## src/rtl/core/serial_marker_substituter_top_macros.svh

```systemverilog
// Assertion macros shared by the serial marker substituter RTL.
`ifndef SERIAL_MARKER_SUBSTITUTER_TOP_MACROS_SVH
`define SERIAL_MARKER_SUBSTITUTER_TOP_MACROS_SVH

// Plain property check on clk, off during reset.
`define SMS_ASSERT(label, prop, msg) \
    label: assert property (@(posedge clk) disable iff (!rst_n) (prop)) else $error(msg);

// Same-cycle implication check.
`define SMS_ASSERT_IMPL(label, ante, cons, msg) \
    label: assert property (@(posedge clk) disable iff (!rst_n) (ante) |-> (cons)) \
        else $error(msg);

// Next-cycle implication check.
`define SMS_ASSERT_NEXT(label, ante, cons, msg) \
    label: assert property (@(posedge clk) disable iff (!rst_n) (ante) |=> (cons)) \
        else $error(msg);

`endif

```

## src/rtl/core/sms_pkg.sv

```systemverilog
// Shared types, constants and functions of the serial marker substituter.
package sms_pkg;

    localparam int MARKER_WORDS = 8;
    localparam int IDX_W        = $clog2(MARKER_WORDS);
    localparam int WORD_W       = 16;
    localparam int BYTE_W       = 8;
    localparam int COUNT_W      = 16;
    localparam int CODE_W       = 5;
    localparam int SERIAL_W     = 64;
    localparam int QUEUE_DEPTH  = 4;
    localparam int QPTR_W       = $clog2(QUEUE_DEPTH);
    localparam int QCNT_W       = $clog2(QUEUE_DEPTH + 1);

    // Configuration register indexes
    localparam logic REG_CODE_BITS = 1'b0;
    localparam logic REG_SERIAL    = 1'b1;

    // Supported code widths
    localparam logic [CODE_W-1:0] CODE_13 = 5'd13;
    localparam logic [CODE_W-1:0] CODE_14 = 5'd14;
    localparam logic [CODE_W-1:0] CODE_15 = 5'd15;
    localparam logic [CODE_W-1:0] CODE_16 = 5'd16;

    // Marker high bytes per width
    localparam logic [BYTE_W-1:0] MARKER_HI_13 = 8'h01;
    localparam logic [BYTE_W-1:0] MARKER_HI_15 = 8'h02;
    localparam logic [BYTE_W-1:0] MARKER_HI_16 = 8'h0F;

    localparam logic [COUNT_W-1:0] COUNT_MAX = 16'hFFFF;

    // One classified image word on its way to the back end
    typedef struct packed {
        logic [WORD_W-1:0] word;
        logic              last;
        logic              match_en;
        logic [BYTE_W-1:0] marker_hi;
    } sms_entry_t;

    // Low byte of marker word at a window position
    function automatic logic [BYTE_W-1:0] marker_letter(input logic [IDX_W-1:0] idx);
        logic [BYTE_W-1:0] letter;
        unique case (idx)
            3'd0: letter = 8'h46;
            3'd1: letter = 8'h50;
            3'd2: letter = 8'h53;
            3'd3: letter = 8'h45;
            3'd4: letter = 8'h52;
            3'd5: letter = 8'h49;
            3'd6: letter = 8'h41;
            3'd7: letter = 8'h4C;
            default: letter = 8'h00;
        endcase
        return letter;
    endfunction

endpackage

```

## src/rtl/core/sms_front.sv

```systemverilog
// Front end: accepts image beats and tags each word with the active marker.
module sms_front (
    input  logic                             s_tvalid,
    output logic                             s_tready,
    input  logic [sms_pkg::WORD_W-1:0]       s_tdata,   // [15:0] code_word
    input  logic                             s_tlast,   // end_of_image
    input  logic [sms_pkg::CODE_W-1:0]       code_bits,
    input  logic                             q_full,
    output logic                             q_push,
    output sms_pkg::sms_entry_t              q_entry
);

    logic                        match_en;
    logic [sms_pkg::BYTE_W-1:0]  marker_hi;

    // Marker selection from code width
    always_comb
    begin
        match_en  = 1'b1;
        marker_hi = sms_pkg::MARKER_HI_16;
        unique case (code_bits)
            sms_pkg::CODE_13: marker_hi = sms_pkg::MARKER_HI_13;
            sms_pkg::CODE_14,
            sms_pkg::CODE_15: marker_hi = sms_pkg::MARKER_HI_15;
            sms_pkg::CODE_16: marker_hi = sms_pkg::MARKER_HI_16;
            default:
            begin
                match_en  = 1'b0;
                marker_hi = '0;
            end
        endcase
    end

    // Accept whenever the queue has room
    assign s_tready = !q_full;
    assign q_push   = s_tvalid && !q_full;

    always_comb
    begin
        q_entry.word      = s_tdata;
        q_entry.last      = s_tlast;
        q_entry.match_en  = match_en;
        q_entry.marker_hi = marker_hi;
    end

endmodule

```

## src/rtl/core/sms_queue.sv

```systemverilog
// Short register FIFO between front and back ends.
`include "serial_marker_substituter_top_macros.svh"

module sms_queue (
    input  logic                clk,
    input  logic                rst_n,
    input  logic                push,
    input  sms_pkg::sms_entry_t push_entry,
    output logic                full,
    input  logic                pop,
    output logic                pop_valid,
    output sms_pkg::sms_entry_t pop_entry
);

    sms_pkg::sms_entry_t              slot_reg [sms_pkg::QUEUE_DEPTH];
    logic [sms_pkg::QPTR_W-1:0]       wr_ptr_reg, wr_ptr_next;
    logic [sms_pkg::QPTR_W-1:0]       rd_ptr_reg, rd_ptr_next;
    logic [sms_pkg::QCNT_W-1:0]       count_reg, count_next;

    assign full      = (count_reg == sms_pkg::QCNT_W'(sms_pkg::QUEUE_DEPTH));
    assign pop_valid = (count_reg != '0);
    assign pop_entry = slot_reg[rd_ptr_reg];

    // Pointer and count update
    always_comb
    begin
        wr_ptr_next = push ? wr_ptr_reg + 1'b1 : wr_ptr_reg;
        rd_ptr_next = pop  ? rd_ptr_reg + 1'b1 : rd_ptr_reg;
        count_next  = count_reg;
        if (push && !pop)
        begin
            count_next = count_reg + 1'b1;
        end
        else if (pop && !push)
        begin
            count_next = count_reg - 1'b1;
        end
    end

    always_ff @(posedge clk or negedge rst_n)
    begin
        if (!rst_n)
        begin
            wr_ptr_reg <= '0;
            rd_ptr_reg <= '0;
            count_reg  <= '0;
        end
        else
        begin
            wr_ptr_reg <= wr_ptr_next;
            rd_ptr_reg <= rd_ptr_next;
            count_reg  <= count_next;
        end
    end

    // Entry storage
    always_ff @(posedge clk)
    begin
        if (push)
        begin
            slot_reg[wr_ptr_reg] <= push_entry;
        end
    end

    `SMS_ASSERT_IMPL(a_q_pop_nonempty, pop, count_reg != '0, "queue popped while empty")
    `SMS_ASSERT(a_q_count_bound, count_reg <= sms_pkg::QCNT_W'(sms_pkg::QUEUE_DEPTH),
        "queue count overflow")

endmodule

```

## src/rtl/core/sms_back.sv

```systemverilog
// Back end: marker window, compare and substitute, flush and output register.
`include "serial_marker_substituter_top_macros.svh"

module sms_back (
    input  logic                               clk,
    input  logic                               rst_n,
    input  logic                               q_valid,
    input  sms_pkg::sms_entry_t                q_entry,
    output logic                               q_pop,
    input  logic [sms_pkg::SERIAL_W-1:0]       serial_number,
    output logic                               m_tvalid,
    input  logic                               m_tready,
    output logic [sms_pkg::WORD_W+sms_pkg::COUNT_W-1:0] m_tdata, // [15:0] out_word,
                                                                 // [31:16] insert_count
    output logic                               m_tlast    // final_word
);

    localparam int MW = sms_pkg::MARKER_WORDS;

    logic [sms_pkg::WORD_W-1:0]   win_reg  [MW];
    logic [sms_pkg::WORD_W-1:0]   win_next [MW];
    logic [sms_pkg::WORD_W-1:0]   cur      [MW];
    logic [sms_pkg::WORD_W-1:0]   subst    [MW];
    logic [sms_pkg::IDX_W-1:0]    fill_reg, fill_next;
    logic [sms_pkg::IDX_W:0]      fill_inc;
    logic                         flush_reg, flush_next;
    logic [sms_pkg::COUNT_W-1:0]  total_reg, total_next, total_inc;
    logic                         out_valid_reg;
    logic [sms_pkg::WORD_W-1:0]   out_word_reg;
    logic                         out_final_reg;
    logic [sms_pkg::COUNT_W-1:0]  out_count_reg;
    logic                         slot_free;
    logic                         hit;
    logic                         load;
    logic [sms_pkg::WORD_W-1:0]   ld_word;
    logic                         ld_final;
    logic [sms_pkg::COUNT_W-1:0]  ld_count;

    assign slot_free = !out_valid_reg || m_tready;
    assign fill_inc  = {1'b0, fill_reg} + 1'b1;
    assign total_inc = (total_reg != sms_pkg::COUNT_MAX) ? total_reg + 1'b1 : total_reg;

    // Window with the incoming word appended, compare and substitution
    always_comb
    begin
        for (int k = 0; k < MW; k++)
        begin
            cur[k] = win_reg[k];
        end
        cur[fill_reg] = q_entry.word;
        hit = q_entry.match_en;
        for (int k = 0; k < MW; k++)
        begin
            if (cur[k] != {q_entry.marker_hi, sms_pkg::marker_letter(sms_pkg::IDX_W'(k))})
            begin
                hit = 1'b0;
            end
        end
        for (int k = 0; k < MW; k++)
        begin
            subst[k] = hit ? {cur[k][sms_pkg::WORD_W-1:sms_pkg::BYTE_W],
                              serial_number[sms_pkg::BYTE_W*k +: sms_pkg::BYTE_W]}
                           : cur[k];
        end
    end

    // Sequencing: flush the window or take one queued word
    always_comb
    begin
        for (int k = 0; k < MW; k++)
        begin
            win_next[k] = win_reg[k];
        end
        fill_next  = fill_reg;
        flush_next = flush_reg;
        total_next = total_reg;
        q_pop      = 1'b0;
        load       = 1'b0;
        ld_word    = win_reg[0];
        ld_final   = 1'b0;
        ld_count   = '0;
        if (slot_free)
        begin
            priority if (flush_reg)
            begin
                load    = 1'b1;
                ld_word = win_reg[0];
                for (int k = 0; k < MW - 1; k++)
                begin
                    win_next[k] = win_reg[k + 1];
                end
                fill_next = fill_reg - 1'b1;
                if (fill_reg == sms_pkg::IDX_W'(1))
                begin
                    ld_final   = 1'b1;
                    ld_count   = total_reg;
                    total_next = '0;
                    flush_next = 1'b0;
                end
            end
            else if (q_valid)
            begin
                q_pop = 1'b1;
                if (fill_inc == (sms_pkg::IDX_W + 1)'(MW))
                begin
                    // Full window: compare, emit oldest
                    load    = 1'b1;
                    ld_word = subst[0];
                    for (int k = 0; k < MW - 1; k++)
                    begin
                        win_next[k] = subst[k + 1];
                    end
                    fill_next = sms_pkg::IDX_W'(MW - 1);
                    if (hit)
                    begin
                        total_next = total_inc;
                    end
                    if (q_entry.last)
                    begin
                        flush_next = 1'b1;
                    end
                end
                else if (q_entry.last)
                begin
                    // Short window at end of image: start flushing unchanged
                    load    = 1'b1;
                    ld_word = cur[0];
                    for (int k = 0; k < MW - 1; k++)
                    begin
                        win_next[k] = cur[k + 1];
                    end
                    fill_next = fill_reg;
                    if (fill_reg == '0)
                    begin
                        ld_final   = 1'b1;
                        ld_count   = total_reg;
                        total_next = '0;
                    end
                    else
                    begin
                        flush_next = 1'b1;
                    end
                end
                else
                begin
                    for (int k = 0; k < MW; k++)
                    begin
                        win_next[k] = cur[k];
                    end
                    fill_next = fill_inc[sms_pkg::IDX_W-1:0];
                end
            end
        end
    end

    always_ff @(posedge clk or negedge rst_n)
    begin
        if (!rst_n)
        begin
            fill_reg      <= '0;
            flush_reg     <= 1'b0;
            total_reg     <= '0;
            out_valid_reg <= 1'b0;
        end
        else
        begin
            fill_reg  <= fill_next;
            flush_reg <= flush_next;
            total_reg <= total_next;
            if (load)
            begin
                out_valid_reg <= 1'b1;
            end
            else if (m_tready)
            begin
                out_valid_reg <= 1'b0;
            end
        end
    end

    // Window and output payload
    always_ff @(posedge clk)
    begin
        for (int k = 0; k < MW; k++)
        begin
            win_reg[k] <= win_next[k];
        end
        if (load)
        begin
            out_word_reg  <= ld_word;
            out_final_reg <= ld_final;
            out_count_reg <= ld_count;
        end
    end

    assign m_tvalid = out_valid_reg;
    assign m_tdata  = {out_count_reg, out_word_reg};
    assign m_tlast  = out_final_reg;

    `SMS_ASSERT_IMPL(a_flush_has_words, flush_reg, fill_reg != '0,
        "flush active with empty window")
    `SMS_ASSERT_NEXT(a_final_clears, load && ld_final,
        fill_reg == '0 && total_reg == '0 && !flush_reg, "image state not cleared after final word")
    `SMS_ASSERT_NEXT(a_last_emits, q_pop && q_entry.last, out_valid_reg,
        "last image word produced no output")

endmodule

```

## src/rtl/core/serial_marker_substituter_top.sv

```systemverilog
// Top level of the serial marker substituter: configuration registers and wiring.
//
// Image words stream in and leave in order, MARKER_WORDS - 1 words behind the
// input; each time eight words are held they are compared combinationally with
// the marker chosen by code_bits and, on a match, their low bytes are replaced
// by the serial number bytes. Sustained rate is one word per cycle while
// m_tready is high. After an image's last word the back end drains the words
// still held (up to seven) through the single output register; a four-entry
// queue lets the front end take words until it fills. The final beat carries
// the saturating insert count in tdata[31:16], zero on every other beat. The
// user must write configuration only while idle; the block does not enforce it.
module serial_marker_substituter_top (
    input  logic                               clk,
    input  logic                               rst_n,
    input  logic                               s_tvalid,
    output logic                               s_tready,
    input  logic [sms_pkg::WORD_W-1:0]         s_tdata,   // [15:0] code_word
    input  logic                               s_tlast,   // end_of_image
    output logic                               m_tvalid,
    input  logic                               m_tready,
    output logic [sms_pkg::WORD_W+sms_pkg::COUNT_W-1:0] m_tdata, // [15:0] out_word,
                                                                 // [31:16] insert_count
    output logic                               m_tlast,   // final_word
    input  logic                               cfg_we,
    input  logic                               cfg_index,
    input  logic [sms_pkg::SERIAL_W-1:0]       cfg_data
);

    logic [sms_pkg::CODE_W-1:0]   code_bits_reg;
    logic [sms_pkg::SERIAL_W-1:0] serial_reg;
    logic                         q_full;
    logic                         q_push;
    logic                         q_pop;
    logic                         q_valid;
    sms_pkg::sms_entry_t          push_entry;
    sms_pkg::sms_entry_t          pop_entry;

    // Configuration registers
    always_ff @(posedge clk or negedge rst_n)
    begin
        if (!rst_n)
        begin
            code_bits_reg <= sms_pkg::CODE_16;
            serial_reg    <= '0;
        end
        else if (cfg_we)
        begin
            unique case (cfg_index)
                sms_pkg::REG_CODE_BITS: code_bits_reg <= cfg_data[sms_pkg::CODE_W-1:0];
                sms_pkg::REG_SERIAL:    serial_reg    <= cfg_data;
                default:                serial_reg    <= serial_reg;
            endcase
        end
    end

    sms_front u_front (
        .s_tvalid  (s_tvalid),
        .s_tready  (s_tready),
        .s_tdata   (s_tdata),
        .s_tlast   (s_tlast),
        .code_bits (code_bits_reg),
        .q_full    (q_full),
        .q_push    (q_push),
        .q_entry   (push_entry)
    );

    sms_queue u_queue (
        .clk        (clk),
        .rst_n      (rst_n),
        .push       (q_push),
        .push_entry (push_entry),
        .full       (q_full),
        .pop        (q_pop),
        .pop_valid  (q_valid),
        .pop_entry  (pop_entry)
    );

    sms_back u_back (
        .clk           (clk),
        .rst_n         (rst_n),
        .q_valid       (q_valid),
        .q_entry       (pop_entry),
        .q_pop         (q_pop),
        .serial_number (serial_reg),
        .m_tvalid      (m_tvalid),
        .m_tready      (m_tready),
        .m_tdata       (m_tdata),
        .m_tlast       (m_tlast)
    );

endmodule
```

## config.mk

```make
export PLATFORM = sky130hd
export DESIGN_NAME = serial_marker_substituter_top
export DESIGN_NICKNAME = d
export VERILOG_FILES = /design/src/rtl/core/sms_pkg.sv /design/src/rtl/core/sms_front.sv /design/src/rtl/core/sms_queue.sv /design/src/rtl/core/sms_back.sv /design/src/rtl/core/serial_marker_substituter_top.sv
export VERILOG_INCLUDE_DIRS = /design/src /design/src/rtl/core
export SDC_FILE = /design/constraint.sdc
export NUM_CORES = 1
export LEC_CHECK = 0
export BUFFER_PORTS_ARGS = -buffer_cell sky130_fd_sc_hd__buf_2
export CORE_ASPECT_RATIO = 1.75
export CORE_MARGIN = 5
export CORE_UTILIZATION = 40
export CTS_BUF_LIST = sky130_fd_sc_hd__clkbuf_16
export DETAILED_ROUTE_END_ITERATION = 16
export GPL_TIMING_DRIVEN = 1
export HOLD_SLACK_MARGIN = 0.1
export PLACE_DENSITY_LB_ADDON = 0.1
export SYNTH_ARGS = -nofsm -noshare
export SYNTH_HDL_FRONTEND = slang
export SYNTH_SLANG_ARGS = --single-unit
```

## constraint.sdc

```tcl
create_clock -name clk -period 6.8 [get_ports clk]
set_clock_uncertainty 0.2 [all_clocks]
set_input_delay 0.68 -clock clk [delete_from_list [all_inputs] [get_ports clk]]
set_output_delay 0.68 -clock clk [all_outputs]
set_load 0.005 [all_outputs]
```

* Yosys cells after proc, flatten, opt, wreduce, memory -nomap -nowiden *
Memory sizes are Yosys's and may differ from the RTL's.
Cells that the tools add are included.

word-level totals
  bits of input ports = 87
  output and inout port bits = 35
  memories kept = 2
  register bits = 130
  bits in writable memories = 216

cells by class
  add/sub/neg operators = 7
  $lt $le $gt $ge = 2
  muxes and demuxes = 78
  bitwise gates (word level) = 2
  equality and inequality tests = 20
  reductions and logical operators = 22

memory list
  memory            depth  width  read ports  clocked after Yosys merged registers in  wr ports  line             text
  u_back.win_reg    8      16     8           0                                        8         sms_back.sv:20   logic [sms_pkg::WORD_W-1:0] win_reg [MW];
  u_queue.slot_reg  4      22     1           0                                        1         sms_queue.sv:15  sms_pkg::sms_entry_t slot_reg [sms_pkg::QUEUE_DEPTH];

operators by type and width
  kind                     count
  $mux W16                 23
  $mux W112                3
  $mux W128                2
  $bwmux W128              1
  $ne A16 B16 Y1           8
  $mux W8                  8
  $demux W16 S3            1
  $mux W1                  33
  $mux W3                  6
  $add A16 B1 Y16 const B  1
  $ne A16 B16 Y1 const B   1
  $eq A5 B4 Y1 const B     3
  $pmux W4 S3              1
  $ne A3 B1 Y1 const B     3
  $reduce_bool A3 Y1       3
  $reduce_and A7 Y1        1
  $reduce_bool A2 Y1       3
  $sub A3 B1 Y3 const B    2
  $eq A5 B5 Y1 const B     1
  $add A2 B1 Y2 const B    2
  $add A3 B1 Y4 const B    1
  $eq A4 B4 Y1 const B     1
  $ge A4 B4 Y1 const B     1
  $logic_and A1 B1 Y1      4
  other kinds (14)         18

* Depth between registers and ports, before layout *
Gate-level depths: netlist of the first run.

  depth in word-level cells = 20
  mapped depth = 15
  depth with buffers taken out = 9

* Hierarchy *
From an unflattened synthesis of the first run, not the netlist that was laid out.

second synthesis, totals
  cell total of the unflattened synthesis = 1887
  area, all modules = 20523.4 um^2

by module, submodules not included
  module                         instances  area an instance (um^2)  cells an instance
  sms_back                       1          13452.9                  1537
  sms_queue                      1          4196.5                   170
  serial_marker_substituter_top  1          2628.8                   146
  sms_front                      1          245.2                    34

* Worst setup path after synthesis of the first run *
Ideal clock, no wire load.

  kind = register -> register
  from = register u_queue.rd_ptr_reg[0] (netlist bit)
  to = register u_back.out_final_reg (netlist: u_back.m_tlast) (enable)
  setup slack = 2.231 ns
  data required time = 6.157 ns
  clock period less this slack = 4.569 ns
  stages on the path, launching flop included = 9
  path buffers = 6
  data arrival time = 3.925 ns
  setup time = 0.443 ns
  path through = dfrtp_1 buf_6 buf_4 buf_2 buf_1 clkbuf_1 mux2_2 clkbuf_1 a31oi_1

on the way
  longest elaborated chain between the ends = 6

RTL lines
  item                    line             text
  start, declared         sms_queue.sv:17  logic [sms_pkg::QPTR_W-1:0] rd_ptr_reg, rd_ptr_next;
  start signal, assigned  sms_queue.sv:51  rd_ptr_reg <= rd_ptr_next;
  $mem_v2 Z4 W22          --
  $mux W1                 sms_back.sv:123  else if (q_entry.last)
  $mux W1                 sms_back.sv:104  if (fill_inc == (sms_pkg::IDX_W + 1)'(MW))
  $mux W1                 sms_back.sv:101  else if (q_valid)
  $mux W1                 sms_back.sv:84   priority if (flush_reg)
  $mux W1                 sms_back.sv:82   if (slot_free)
  net u_back.load         sms_back.sv:34   logic load;
  end signal, assigned    sms_back.sv:191  out_final_reg <= ld_final;
  end, declared           sms_back.sv:30   logic out_final_reg;

The timed path passes the listed nets, and every way through them passes these cells.
A chain may end at the register's enable or synchronous reset.

==> metrics, run 1 <==
Post-synth EDFFs 245; post-route minimum period 5.38 ns; initial antenna violation count 1; number of hold violations in the final report 0; # IOs 122; final core utilization 45.2%; via count 15900; # setup viols final 0; critical-path cell list and3b_1 > buf_4 > mux2i_1 > nor2_1 > a2111oi_0 > nand4b_1 > nor4_4 > nand3_1 > nor3_4 > buf_4 > a221o_1; num rows 105; Initial DRT Pass Iterations 9; Final TNS setup 0 ns; Post-Route WL 72400 um; Die Y 298 um; share of the synthesized area in the top cell type 38.7%; placeable core region 0.0470 mm2; busiest grt layer met2; CTS max path bufs 3; worst hold path type in2reg; Worst-path clk slew 0.06 ns; Total GRT Usage 27.1%; Critical Path Max Stage Delay 1.10 ns; Fill cells 4504; layout cells sized above 1 18.1%; Tightest Pin Transition 1.19 ns; worst skew pair latency 0.55 ns; Slew Limit Headroom 20.5%; DRT iter0 DRCs 1553; Startpoint Class register; Power Total 10.9 mW; Mapped Cells 1886; Synth area leader edfxtp_1; Seq/Total Area, Yosys 51.5%; Routability Congestion 0.938; clock root buffer clkbuf_16; Crit. End Element register; setup slack, reg-to-reg 1.42 ns; DR WL/cell 28.3 um; crit path max fanout 36; most frequent cells after synthesis nand2_1, edfxtp_1, nor2_1; Yosys reg bits 342; Final Cell Area 0.0213 mm2; met2 usage 48.2%; Post-Synthesis Cell Area 0.0190 mm2; Synth cell types 81; crit path kind reg2reg; Antenna diodes 0; Critical Path AT 5.58 ns; DRC violations left 0; H-tree levels 2; Worst path most repeated cell buf_4; pin count of the biggest net entering global routing 70; met3 Usage GRT 3.36%; area of the multi-input gates 0.00859 mm2; met1 Use GR 30.9%; outcome completed; chip width 175 um; placed cell area 0.0202 mm2; syn nets 1984; Max Fclk 186 MHz; first-pass GRT wire length 107000 um; period utilization 79.1%; critical path's slowest cell dfrtp_1; peak supply drop 267 uV; storage element area 0.00979 mm2; PortBufs 121; largest cells by area after synthesis edfxtp_1, dfrtp_1, nand2_1; Final ANT Viol Nets 0; # Post-CTS Setup Buffers 0; Die Area 0.0522 mm2; clock buffer count from CTS 36; grt ovf 0; drt via density 6.21; synth-to-layout area growth 11.9%; Largest register FFs 128; Slew Limit Fails 0; clock sink count 342; yosys warns 0; RSZ-0062 raised after global routing no; Max-Cap Viols 0; ys flop type edfxtp_1; Mean Syn Cell Area 10.1 um2; vias in the first global route 15800; LEAKAGE 8.16 nW; dpl hpwl 51900 um; Initial Util 40.4%; share of synthesized registers carrying an async set or reset 28.4%; Pwr Density 512 mW/mm2; Critical Path RT 7.01 ns; nets 2042; TritonCTS clock tree built; post_cts resized 0; top-count cell post-synth nand2_1
==> worst paths after layout <==
kind	cells after the start	end	from
min reg2reg	1	serial_reg[54]	serial_reg[54]
min in group asynchronous	2	u_back.total_reg[4]	rst_n
max	11	u_back.win_reg[0][37]	u_back.fill_reg[2]
max in group asynchronous	3	u_back.flush_reg	rst_n
max reg2reg	11	u_back.win_reg[0][37]	u_back.fill_reg[2]
min	1	u_queue.slot_reg[3][18]	s_tdata[12]
==> cell type report <==
type / instances / share of cell area, %
Sequential cell: 342 / 46.0
Multi-Input combinational cell: 1364 / 40.4
Timing Repair Buffer: 168 / 4.53
Clock buffer: 36 / 4.24
Tap cell: 588 / 3.46
Clock inverter: 29 / 0.741
Inverter: 32 / 0.577
==> kinds of logic after synthesis <==
family	synth area share, %
AOI/OAI and AO/OA	16.3
xor gates and xnor gates	0.461
adders and majority gates	0.763
buffers and inverters	3.78
DFF	51.5
muxes	9.61
and+or+nand+nor	17.6
==> metal layers <==
metal  wire length (um)  vias up
li1                   -     7159
met1              26100     7761
met2              36800      745
met3               4210      224
met4               5250        0
met5                  0        -
==> placed cells by master (no fill, tap or decap), types with 8 or more instances in the layout <==
| cell type | netlist | layout |
|---|---|---|
| nand2_1 | 287 | 284 |
| edfxtp_1 | 245 | 245 |
| nor2_1 | 177 | 175 |
| o21ai_0 | 149 | 148 |
| buf_2 | 14 | 120 |
| a21oi_1 | 99 | 99 |
| dfrtp_1 | 96 | 92 |
| mux2_2 | 86 | 86 |
| nor3_1 | 75 | 73 |
| buf_4 | 1 | 47 |
| inv_1 | 31 | 42 |
| mux2i_1 | 43 | 42 |
| clkbuf_16 | 0 | 36 |
| nand3_1 | 29 | 29 |
| a21o_1 | 27 | 27 |
| and3_1 | 24 | 24 |
| mux4_2 | 19 | 19 |
| a211oi_1 | 18 | 18 |
| or3_1 | 16 | 16 |
| a221o_1 | 16 | 16 |
| nor2b_1 | 14 | 14 |
| nand2b_1 | 14 | 14 |
| o211ai_1 | 14 | 14 |
| nor3b_1 | 17 | 14 |
| o22ai_1 | 13 | 13 |
| a31oi_1 | 13 | 12 |
| o31ai_1 | 12 | 12 |
| a2111oi_0 | 11 | 11 |
| nand3b_1 | 10 | 10 |
| nand4_1 | 10 | 10 |
| ha_1 | 10 | 10 |
| o221ai_1 | 9 | 9 |
| or4_1 | 9 | 9 |
| a22oi_1 | 9 | 9 |
| o2111ai_1 | 8 | 8 |
==> critical path: cells and delay by family (launching register included) <==
family | cells | cell delay [ns]
buffers and inverters | 2 | 0.88
AOI/OAI and AO/OA | 2 | 0.83
and+or+nand+nor | 6 | 1.85
DFF | 1 | 1.10
muxes | 1 | 0.35
==> stage by stage <==
step | hold slack [ns] | worst slack, ns | std cells
global route | 0.149 | 1.11 | 2559
finish | 0.156 | 1.42 | 2559
detailed placement | 0.298 | 1.49 | 2493
CTS | 0.130 | 1.50 | 2559
global placement | 0.294 | 1.57 | 2493
floorplan | 0.184 | 2.23 | 1886
==> report_power, final <==
group	switching [mW]	total, mW	internal, mW
registers	0.830	3.92	3.09
logic	3.43	5.15	1.72
clock network	0.862	1.83	0.972
==> timing repair <==
item	CTS	global route
hold buffers	1	0
hold endpoints to repair	35	0
endpoints found under the setup margin	0	0
Power figures use the tool's default switching activity.
==> run 2: changes to the inputs <==
==> constraint.sdc (replaced) <==
create_clock -name clk -period 4.3 [get_ports clk]
set_clock_uncertainty 0.2 [all_clocks]
set_input_delay 0.43 -clock clk [delete_from_list [all_inputs] [get_ports clk]]
set_output_delay 0.43 -clock clk [all_outputs]
set_load 0.005 [all_outputs]
==> run 2 against run 1 <==
  * Design area up 9.7%
  * Flip-flop and latch count unchanged
  * Highest routed layer unchanged
  * Non-clock buffer count up 205
  * Via count up 5.8%
  * Die area unchanged
  * Fmax up 29%
  * Worst setup slack worse by 1.3 ns
  * Count of clock-buffer cells in the layout up 2
  * Clock power up 72%
  * First-iteration DRC count up 4.8%
  * Sequential power up 53%
  * Register-to-register slack worse by 1.3 ns
==> metrics, run 2 (same netlist as run 1, synthesis figures left out) <==
drt via density 6.08; worst hold path type in2async; chip width 175 um; Startpoint Class register; period utilization 97.2%; num rows 105; CP Capture Point u_back.total_reg[7]; internal power 10.2 mW; Post-Route WL 75300 um; Initial DRT Pass Iterations 6; grt ovf 0; clock sink count 342; layout cells sized above 1 22.4%; Reg power frac 32.1%; Routability Congestion 0.966; most common cell after layout, fill and taps aside nand2_1; commonest cells after routing, fill and taps aside nand2_1, edfxtp_1, nor2_1; initial antenna violation count 0; Largest register FFs 128; clock root buffer clkbuf_16; Final TNS setup 0 ns; Pwr Density 801 mW/mm2; FF-to-FF End u_back.total_reg[7]; switching share of power 45.3%; worst skew pair latency 0.56 ns; crit path kind reg2reg; Setup WS post-layout 0.120 ns; Power Total 18.7 mW; Slew Limit Headroom 23.5%; reg-to-reg startpoint u_queue.rd_ptr_reg[0]; Max-Cap Viols 0; Initial Util 40.4%; Die Area 0.0522 mm2; final core utilization 49.6%; H-tree levels 2; setup slack, reg-to-reg 0.12 ns; crit path max fanout 21; pin count of the biggest net entering global routing 54; # setup viols final 0; combinational power share 51.1%; Critical Path RT 4.54 ns; TritonCTS clock tree built; # IOs 122; PortBufs 121; Fill cells 4393; synth-to-layout area growth 22.7%; first-pass GRT wire length 110000 um; placeable core region 0.0470 mm2; clock power share 16.8%; Critical path origin u_queue.rd_ptr_reg[0]; Slew Limit Fails 0; dpl hpwl 55900 um; peak supply drop 390 uV; vias in the first global route 16700; Antenna diodes 0; LEAKAGE 9.21 nW; clock buffer count from CTS 36; R2R depth 14; CTS max path bufs 3; number of hold violations in the final report 0; Tightest Pin Transition 1.15 ns; Die Y 298 um; Post-Place Setup Slack 0.0391 ns; Sw Pwr 8.47 mW; via count 16800; DRC violations left 0; Critical Path AT 4.42 ns; DR WL/cell 27.2 um; Max Fclk 239 MHz; post-route minimum period 4.18 ns; Worst-path clk slew 0.07 ns; outcome completed; Final ANT Viol Nets 0; nets 2247; Total GRT Usage 27.9%; worst hold slack 0.135 ns; Crit. End Element register; DRT iter0 DRCs 1627
==> run 2: changes by cell type in the layout (fill, tap and decap cells not counted), moves of 2 or more <==
cell,change
mux2i_4,+2
clkinvlp_4,+2
buf_4,+109
bufinv_16,+2
buf_12,+13
mux2i_1,-3
o21ai_1,+2
clkbuf_16,+3
inv_1,-4
dlygate4sd3_1,+81
==> run 2: per-layer routing <==
metal	vias to the layer above	GRT usage [%]	wire, um
met4	0	18.6	6180
met3	254	3.26	4390
li1	7568	-	-
met5	-	0	0
met2	807	49.7	38000
met1	8183	31.1	26700
==> run 2: repair_timing <==
action	4_1_cts	5_1_grt
endpoints found under the hold margin	172	0
setup buffers	0	12
resized for setup	0	11
hold buffers	82	0
setup endpoints to repair	0	55
==> run 2: final cells by class <==
| type | count | area (um2) | area share [%] |
|---|---|---|---|
| inverter | 32 | 123 | 0.525 |
| sequential | 342 | 9790 | 42.0 |
| multi-input combinational | 1364 | 8630 | 37.0 |
| clock buffer | 38 | 951 | 4.07 |
| timing repair buffer | 373 | 2890 | 12.4 |
| clock inverter | 28 | 214 | 0.917 |
| tap | 588 | 736 | 3.15 |
==> run 2: stage by stage <==
step	area (um2)	instances
global route	23300	2765
finish	23300	2765
detailed placement	21200	2604
global placement	21200	2604
CTS	23200	2752
floorplan	19000	1886
==> run 2: worst min path at each step <==
| stage | slack [ns] | from | cells past startpoint | to |
|---|---|---|---|---|
| after floorplan | -0.07 | rst_n | 0 | code_bits_reg[0] |
| after global placement | 0.16 | rst_n | 1 | u_back.total_reg[10] |
| after detailed placement | 0.16 | rst_n | 1 | u_back.total_reg[10] |
| after CTS | 0.13 | rst_n | 2 | serial_reg[7] |
| after global routing | 0.15 | rst_n | 2 | serial_reg[7] |
| final | 0.14 | rst_n | 2 | serial_reg[7] |
==> run 2: worst max-delay path, cell delays in order (launching register included) <==
cell and delay (ns):
dfrtp_2 0.49, buf_12 0.17, buf_4 0.11, mux4_2 0.64
buf_4 0.20, mux2_2 0.33, nand2_1 0.08, o2111a_1 0.26
nand4_1 0.19, nor4bb_1 0.30, buf_4 0.17, nand4_2 0.11
buf_12 0.19, or4_1 0.46, a21oi_1 0.17
==> run 2: power groups by stage <==
| stage | combinational [mW] | clock [mW] | sequential (mW) |
|---|---|---|---|
| final | 9.55 | 3.14 | 6.01 |
| after floorplan | 5.55 | 0 | 5.42 |
| after CTS | 9.25 | 3.19 | 5.96 |
| after detailed placement | 9.16 | 0 | 6.01 |
| after global routing | 10.2 | 3.32 | 6.06 |
| after global placement | 9.08 | 0 | 6.01 |
==> run 3: changes to the inputs <==
--- a/config.mk
+++ b/config.mk
@@ -6,6 +6,7 @@
 export SDC_FILE = /design/constraint.sdc
 export NUM_CORES = 1
 export LEC_CHECK = 0
+export ABC_AREA = 1
 export BUFFER_PORTS_ARGS = -buffer_cell sky130_fd_sc_hd__buf_2
 export CORE_ASPECT_RATIO = 1.75
 export CORE_MARGIN = 5
==> run 3 against run 2 <==
  * Utilization down 1.4 points
  * Largest cell class unchanged
  * Worst setup slack better by 0.11 ns
  * Largest power group unchanged
  * Clock power up 7.0%
  * Critical path depth up 3
  * Sequential share of layout area increased by 0.54 points
  * Register-to-register slack better by 0.11 ns
  * Total power is 4.7% higher
  * Final cell count grew 19%
==> metrics, run 3 <==
outcome completed; via count 17900; Post-Place Setup Slack 0.0594 ns; DR WL/cell 22.1 um; Critical Path Max Stage Delay 0.35 ns; layout cells sized above 1 12.9%; PortBufs 121; xor and xnor fraction of the mapped netlist area 0.682%; most frequent cells after synthesis nand2_1, inv_1, edfxtp_1; Final ANT Viol Nets 0; Initial DRT Pass Iterations 5; reg-to-reg startpoint u_queue.rd_ptr_reg[0]; setup slack, reg-to-reg 0.23 ns; placeable core region 0.0477 mm2; clock sink count 342; first-pass GRT wire length 109000 um; DRT iter0 DRCs 1582; worst hold slack 0.173 ns; Worst-path clk slew 0.07 ns; largest family of logic cells by synthesized area simple AND/OR/NAND/NOR gates; commonest cells after routing, fill and taps aside nand2_1, inv_1, edfxtp_1; largest cells by area after synthesis edfxtp_1, nand2_1, dfrtp_1; ys flop type edfxtp_1; Setup WS post-layout 0.227 ns; period utilization 94.7%; R2R depth 17; critical-path cell list buf_4 > buf_4 > nand2_1 > nand3_1 > nand2_1 > nand2_1 > o21ai_0 > nand2_1 > nor3b_1 > nand3_1 > nor2_4 > buf_4 > nand3_1 > nand3_1 > nand2_1 > nand2_1 > nand2_1; simple logic cell fraction of the synthesized area 29.7%; peak supply drop 449 uV; share of synthesized registers carrying an async set or reset 28.4%; # setup viols final 0; crit path kind reg2reg; share of the synthesized area in the top cell type 38.2%; Slew Limit Headroom 33.5%; chip width 176 um; Total GRT Usage 27.0%; dpl cells 3130; top-count cell post-synth nand2_1; Synth cell types 43; yosys warns 0; Antenna diodes 0; RSZ-0062 raised after global routing no; vias in the first global route 17600; Critical Path RT 4.41 ns; LEAKAGE 10.4 nW; pin count of the biggest net entering global routing 76; Post-Route WL 72600 um; critical path's slowest cell dfrtp_1; H-tree levels 2; crit path max fanout 36; Synth Area in Compound Gates 9.21%; FF-to-FF End u_back.win_reg[0][18]; Post-Synthesis Cell Area 0.0193 mm2; Worst path most repeated cell nand2_1; Max-Cap Viols 0; WHS Path Cells 4; initial antenna violation count 0; Seq/Total Area, Yosys 50.8%; most common cell after layout, fill and taps aside nand2_1; Tightest Pin Transition 0.997 ns; Max Fclk 246 MHz; Critical Path AT 4.18 ns; CTS max path bufs 3; synth-to-layout area growth 19.5%; clock root buffer clkbuf_16; hold_sp cfg_we; post-route minimum period 4.07 ns; Yosys reg bits 342; Synth area leader edfxtp_1; clock buffer count from CTS 37; number of hold violations in the final report 0; Die Area 0.0528 mm2; syn nets 2550; num rows 106; grt ovf 0; TritonCTS clock tree built; Top delay family on crit path simple AND/OR/NAND/NOR gates; Crit. End Element register; fin cells 3284; portion of netlist area occupied by mux cells 1.29%; Post-Synth Adder-Cell Area 0.753%; worst skew pair latency 0.55 ns; CP Buf/Inv Count 3; drt via density 5.44; Post-synth EDFFs 245; Largest register FFs 128; Routability Congestion 0.941; Die Y 300 um; worst hold path type in2reg; final core utilization 48.2%; Pwr Density 850 mW/mm2; Initial Util 40.4%; # IOs 122; Startpoint Class register; nets 2759; dpl hpwl 52600 um; Hold Path Sink code_bits_reg[4]; Power Total 19.6 mW; DRC violations left 0; Slew Limit Fails 0; Mean Syn Cell Area 7.86 um2; Mapped Cells 2452
## run 3: routing by layer
layer / routed length (um) / vias to the layer above / part of all wire, % / track usage [%]
met5: 0 / - / 0 / 0
met4: 4480 / 0 / 6.2 / 14.2
met3: 4130 / 175 / 5.7 / 2.93
met2: 36400 / 716 / 50 / 47.3
met1: 27600 / 8471 / 38 / 32.6
li1: - / 8498 / - / -
## run 3: worst max-delay path by stage
| stage | start | end | slack (ns) | depth (start not counted) |
|---|---|---|---|---|
| after detailed placement | u_back.fill_reg[0] | u_back.total_reg[4] | 0.06 | 19 |
| after floorplan | u_back.flush_reg | u_back.win_reg[0][0] | 0.74 | 5 |
| after global routing | u_queue.rd_ptr_reg[0] | u_back.win_reg[0][18] | 0.009 | 17 |
| final | u_queue.rd_ptr_reg[0] | u_back.win_reg[0][18] | 0.23 | 17 |
| after global placement | u_back.fill_reg[0] | u_back.total_reg[5] | -0.004 | 19 |
| after CTS | u_back.fill_reg[0] | u_back.total_reg[4] | 0.02 | 19 |
## run 3: cells by family (layout without fill, tap and decap cells)
kind of cell,after synthesis,in the layout
xor gates and xnor gates,15,15
DFF,342,342
adders and majority gates,11,11
AOI/OAI and AO/OA,289,289
and+or+nand+nor,1395,1395
muxes,22,22
buffers and inverters,378,616
## run 3: layout make-up
type | count | area [um2]
Clock buffer | 41 | 1030
Tap cell | 594 | 743
Timing Repair Buffer | 288 | 2210
Clock inverter | 27 | 228
Fill cell | 4680 | 24700
Inverter | 260 | 978
Sequential cell | 342 | 9790
Multi-Input combinational cell | 1732 | 8060
## run 3: worst register-to-register path, cell delays in order (launching register included)
cell and delay, ns:
dfrtp_1 0.35, buf_4 0.34, buf_4 0.27, nand2_1 0.07, nand3_1 0.22, nand2_1 0.24, nand2_1 0.10, o21ai_0 0.29
nand2_1 0.21, nor3b_1 0.25, nand3_1 0.26, nor2_4 0.24, buf_4 0.28, nand3_1 0.23, nand3_1 0.14, nand2_1 0.06
nand2_1 0.05, nand2_1 0.06
## run 3: through the flow
step / cell area (um2) / setup TNS [ns]
2_1_floorplan: 19300 / 0
3_3_place_gp: 20900 / -0.00792
3_5_place_dp: 20900 / 0
4_1_cts: 23000 / 0
5_1_grt: 23000 / 0
6_report: 23000 / 0
## run 3: repair_timing
action	in CTS	in global routing
hold buffers	84	0
resized for setup	0	1
hold endpoints to repair	234	0
setup endpoints to repair	0	67
buffers inserted	0	2
## run 3: where the power goes
part / internal (mW) / total (mW) / switching, mW
Clock: 1.91 / 3.36 / 1.44
Combinational: 3.13 / 10.4 / 7.30
Sequential: 5.17 / 5.78 / 0.610
Total: 10.2 / 19.6 / 9.35
